$ cat config.mk
export PLATFORM = sky130hd
export DESIGN_NAME = mapt_ctrl
export DESIGN_NICKNAME = d
export VERILOG_FILES = /design/src/rtl/core/mapt_pkg.sv /design/src/rtl/core/mapt_ctrl.sv
export SDC_FILE = /design/constraint.sdc
export NUM_CORES = 1
export LEC_CHECK = 0
export BUFFER_PORTS_ARGS = -buffer_cell sky130_fd_sc_hd__buf_4
export CORE_AREA = 2 2 39 41
export CTS_BUF_LIST = sky130_fd_sc_hd__clkbuf_4 sky130_fd_sc_hd__clkbuf_8
export CTS_CLUSTER_SIZE = 10
export DETAILED_ROUTE_END_ITERATION = 8
export DIE_AREA = 0 0 41 43
export MAX_ROUTING_LAYER = met4
export PLACE_DENSITY = 0.37
export SYNTH_ARGS = -nofsm -noshare
export SYNTH_HDL_FRONTEND = slang
export SYNTH_SLANG_ARGS = --single-unit
$ cat constraint.sdc
create_clock -name clk_i -period 1.7 [get_ports clk_i]
set_input_delay 0.085 -clock clk_i [delete_from_list [all_inputs] [get_ports clk_i]]
set_output_delay 0.085 -clock clk_i [all_outputs]
set_load 0.02 [all_outputs]
$ cat src/rtl/core/mapt_pkg.sv
// ============================================================================
// mapt_pkg
// Shared constants and types for the access profile table.
// ============================================================================
package mapt_pkg;

  // Table geometry. TABLE_SLOTS must be a power of two (home slot and
  // wrap are taken from the low bits).
  localparam int unsigned TABLE_SLOTS = 1024;
  localparam int unsigned PROBE_LIMIT = 64;

  localparam int unsigned SLOT_W  = $clog2(TABLE_SLOTS);
  localparam int unsigned PROBE_W = (PROBE_LIMIT > 1) ? $clog2(PROBE_LIMIT) : 1;
  localparam int unsigned SLOT_INDEX_W = 10;

  localparam logic [31:0] HASH_MUL  = 32'd2654435761;
  localparam logic [31:0] COUNT_MAX = 32'hFFFF_FFFF;

  typedef enum logic [1:0] {
    OUTCOME_HIT  = 2'd0,
    OUTCOME_NEW  = 2'd1,
    OUTCOME_DROP = 2'd2
  } outcome_e;

  typedef struct packed {
    logic [31:0] access_address;
    logic [31:0] access_value;
    logic        is_write_access;
    logic [63:0] cycle_stamp;
  } req_t;

  typedef struct packed {
    outcome_e                  outcome;
    logic [SLOT_INDEX_W-1:0]   slot_index;
    logic [31:0]               updated_count;
  } rsp_t;

  // One slot of the lookup store.
  typedef struct packed {
    logic [31:0] addr;
    logic [31:0] rd_cnt;
    logic [31:0] wr_cnt;
  } entry_t;

  // Last value and cycle seen for one direction.
  typedef struct packed {
    logic [31:0] value;
    logic [63:0] cycle;
  } last_t;

  // Controller -> datapath.
  typedef struct packed {
    logic clear_step;
    logic load_req;
    logic hash;
    logic probe_init;
    logic probe_read;
    logic probe_next;
    logic commit;
    logic drop;
  } cmd_t;

  // Datapath -> controller.
  typedef struct packed {
    logic clear_last;
    logic match;
    logic probe_last;
    logic out_free;
  } sts_t;

endpackage

$ cat src/rtl/core/mapt_ctrl.sv
// ============================================================================
// mapt_ctrl
// Sequencer: clearing sweep, hash, probe loop, commit or drop.
// ============================================================================
module mapt_ctrl (
  input  logic           clk_i,
  input  logic           rst_ni,
  input  logic           req_valid_i,
  output logic           req_ready_o,
  input  mapt_pkg::sts_t sts_i,
  output mapt_pkg::cmd_t cmd_o
);
  import mapt_pkg::*;

  typedef enum logic [2:0] {
    S_CLEAR,
    S_IDLE,
    S_HASH,
    S_START,
    S_READ,
    S_EVAL
  } state_e;

  state_e state_q, state_d;

  assign req_ready_o = (state_q == S_IDLE);

  always_comb begin
    state_d = state_q;
    cmd_o   = '0;
    case (state_q)
      S_CLEAR: begin
        cmd_o.clear_step = 1'b1;
        if (sts_i.clear_last) state_d = S_IDLE;
      end
      S_IDLE: begin
        if (req_valid_i) begin
          cmd_o.load_req = 1'b1;
          state_d        = S_HASH;
        end
      end
      S_HASH: begin
        cmd_o.hash = 1'b1;
        state_d    = S_START;
      end
      S_START: begin
        cmd_o.probe_init = 1'b1;
        state_d          = S_READ;
      end
      S_READ: begin
        cmd_o.probe_read = 1'b1;
        state_d          = S_EVAL;
      end
      S_EVAL: begin
        // on a match or the last probe, hold here while the result register is still occupied
        if (sts_i.match) begin
          if (sts_i.out_free) begin
            cmd_o.commit = 1'b1;
            state_d      = S_IDLE;
          end
        end else if (sts_i.probe_last) begin
          if (sts_i.out_free) begin
            cmd_o.drop = 1'b1;
            state_d    = S_IDLE;
          end
        end else begin
          cmd_o.probe_next = 1'b1;
          state_d          = S_READ;
        end
      end
      default: state_d = S_IDLE;
    endcase
  end

  always_ff @(posedge clk_i or negedge rst_ni) begin
    if (!rst_ni) begin
      state_q <= S_CLEAR;
    end else begin
      state_q <= state_d;
    end
  end

endmodule

==> flow_metrics.env <==
export IMPL_outcome="completed"
export IMPL_synthSimpleGateAreaFrac_pct=57.22
export IMPL_hold_slack_ns=0.09665
export IMPL_synth_edf_count=0
export IMPL_largest_reg_flops=3
export IMPL_top_layer_used="met3"
export IMPL_clock_fmax_mhz=696.8
export IMPL_rsz0062_at_grt="no"
export IMPL_synth_seq_cells=3
export IMPL_yosys_area_top_type="dfrtp_1"
export IMPL_fill_cells=153
export IMPL_totalWireLength_um=616
export IMPL_grt_use_total_pct=8.530
export IMPL_grt_max_degree=13
export IMPL_fin_nets=55
export IMPL_die_w_um=41
export IMPL_synth_compound_area_share_pct=6.952
export IMPL_rows=14
export IMPL_synthCells=28
export IMPL_drive_gt1_share_pct=51.06
export IMPL_yosys_warnings=0
export IMPL_synthXorXnorAreaFrac_pct=0
export IMPL_multi_input_area_um2=150.1
export IMPL_floorplan_initialDensity_pct=16.91
export IMPL_routed_wire_length_per_instance_um=9.778
export IMPL_die_height_um=43
export IMPL_regMostFlops="state_q"
export IMPL_cts_made_buffers=3
export IMPL_top_regs="state_q x3"
export IMPL_yosysMostFrequentCell="nor2_1"
export IMPL_coreArea_um2=1384
export IMPL_ctsResizeCount=0
export IMPL_synth_distinct_cells=19
export IMPL_finalHoldViolCount=0
export IMPL_peakVddDrop_v=0.0003494
export IMPL_synth_nets=35
export IMPL_arrival_ns=1.35
export IMPL_stdcell_count=63
export IMPL_diodes=0
export IMPL_powerDensity_nw_per_um2=1634
export IMPL_startpoint_type="flop"
export IMPL_ant_nets=0
export IMPL_min_path_type="in2reg"
export IMPL_cp_data_required_time_ns=1.62
export IMPL_drt_initial_drc_count=2
export IMPL_fin_setup_tns_ns=0
export IMPL_overflow=0
export IMPL_synth_area_per_cell_um2=8.356
export IMPL_grt_pass1_wl_mm=1.000
export IMPL_drtPass1Iterations=2
export IMPL_drv_cap=0
export IMPL_path_class="reg2out"
export IMPL_antenna_found_initial=0
export IMPL_final_seq_area_um2=75.07
export IMPL_clkLatencyLatePin_ns=0.24
export IMPL_fin_skew_ns=0.004596
export IMPL_crit_fanout=8
export IMPL_synthFlopType="dfrtp_1"
export IMPL_synthMuxAreaShare_pct=0
export IMPL_clk_pin_slew_ns=0.04
export IMPL_wl_met3_um=36
export IMPL_netlist_top_cells_count="nor2_1, dfrtp_1, nand2_1"
export IMPL_wl_met1_um=231
export IMPL_port_buffers=15
export IMPL_synthArstFlopShare_pct=100.0
export IMPL_wl_met2_um=348
export IMPL_fin_crit_sh_pct=84.42
export IMPL_synth_top_area_share_pct=32.09
export IMPL_syn_area_um2=234.0
export IMPL_dr_total_vias=256
export IMPL_drc_errors=0
export IMPL_finalCriticalPeriod_ns=1.435
export IMPL_ioPinCount=16
export IMPL_ctsLongestPathBuffers=2
export IMPL_cts_tree="built"
export IMPL_ys_seq_area_share_pct=32.09
export IMPL_vias_per_cell=4.063
export IMPL_slew_viol_final=0
export IMPL_cts_htree_levels=1
export IMPL_root_buffer="clkbuf_4"
export IMPL_grt_pass1_vias=272
export IMPL_synth_top_family_by_area="simple AND/OR/NAND/NOR gates"
export IMPL_tightest_slew_ns=0.3437
export IMPL_cp_end_kind="output pin"
export IMPL_hpwl_um=496.4
export IMPL_syn_to_final_growth_pct=71.66
export IMPL_dp_cells=58
export IMPL_cts_num_sinks=3
export IMPL_dieArea_um2=1763
export IMPL_ys_top_cells_by_area="dfrtp_1, nor2_1, nor3b_1, nor2b_4, nor3b_2"
export IMPL_globalplace_congestion=0.6584
export IMPL_power_mw=0.6565
export IMPL_post_cts_buffers=0
export IMPL_setup_viol=0
export IMPL_p_leak_nw=0.1960
export IMPL_slew_headroom_pct=77.09
export IMPL_synthAdderAreaFrac_pct=0
## cells in the final DEF (no fill, tap or decap), drive strengths merged, types with 2 or more instances in the layout
master | synthesis | routed
buf | 1 | 15
clkbuf | 0 | 4
dfrtp | 3 | 3
nand2 | 3 | 3
nor2 | 5 | 5
nor3 | 2 | 2
nor3b | 3 | 3
## cell families after synthesis
group / after synthesis
and+or+nand+nor: 20
DFF: 3
AOI/OAI and AO/OA: 3
buffers and inverters: 2
## worst paths after layout
kind / startpoint / to / slack (ns) / cells past startpoint
min in group asynchronous: rst_ni / state_q[0] / 0.18 / 2
max reg2reg: state_q[0] / state_q[0] / 0.64 / 3
min: sts_i[3] / state_q[0] / 0.1 / 3
min reg2reg: state_q[2] / state_q[1] / 0.64 / 1
max: state_q[0] / cmd_o[0] / 0.26 / 4
max in group asynchronous: rst_ni / state_q[2] / 1.42 / 2
## metal layers
layer | up-vias | GRT usage [%]
li1 | 134 | -
met2 | 7 | 12.81
met3 | 0 | 1.571
met1 | 115 | 9.615
met4 | 0 | 6.000
met5 | - | -
## critical path, stage by stage (launching register included)
cell and delay [ns]:
dfrtp_1 0.46, nor2b_4 0.23, nand3_2 0.10, nor3b_2 0.17, buf_4 0.16
## timing repair
item,CTS,global route
hold buffers,1,0
hold endpoints to repair,3,0
endpoints found under the setup margin,0,0
## report_power, final
group | switching (mW) | internal [mW]
sequential | 0.0737 | 0.102
clock | 0.0390 | 0.104
combinational | 0.169 | 0.169
## through the flow
stage | worst slack (ns) | utilization, % | area (um^2)
after floorplan | 0.5046 | - | 234.0
after detailed placement | 0.5115 | 26.13 | 361.6
final | 0.2649 | 29.02 | 401.6
after CTS | 0.2513 | 29.02 | 401.6
after global routing | 0.1662 | 29.02 | 401.6
after global placement | 0.5240 | 26.13 | 361.6
## area by class of cell
class | count | share of cell area [%]
Tap cell | 16 | 4.984
Clock buffer | 4 | 7.477
Sequential cell | 3 | 18.69
Inverter | 1 | 0.9346
Timing Repair Buffer | 16 | 30.53
Multi-Input combinational cell | 23 | 37.38
Note: power is estimated with default switching activity, not from simulation.
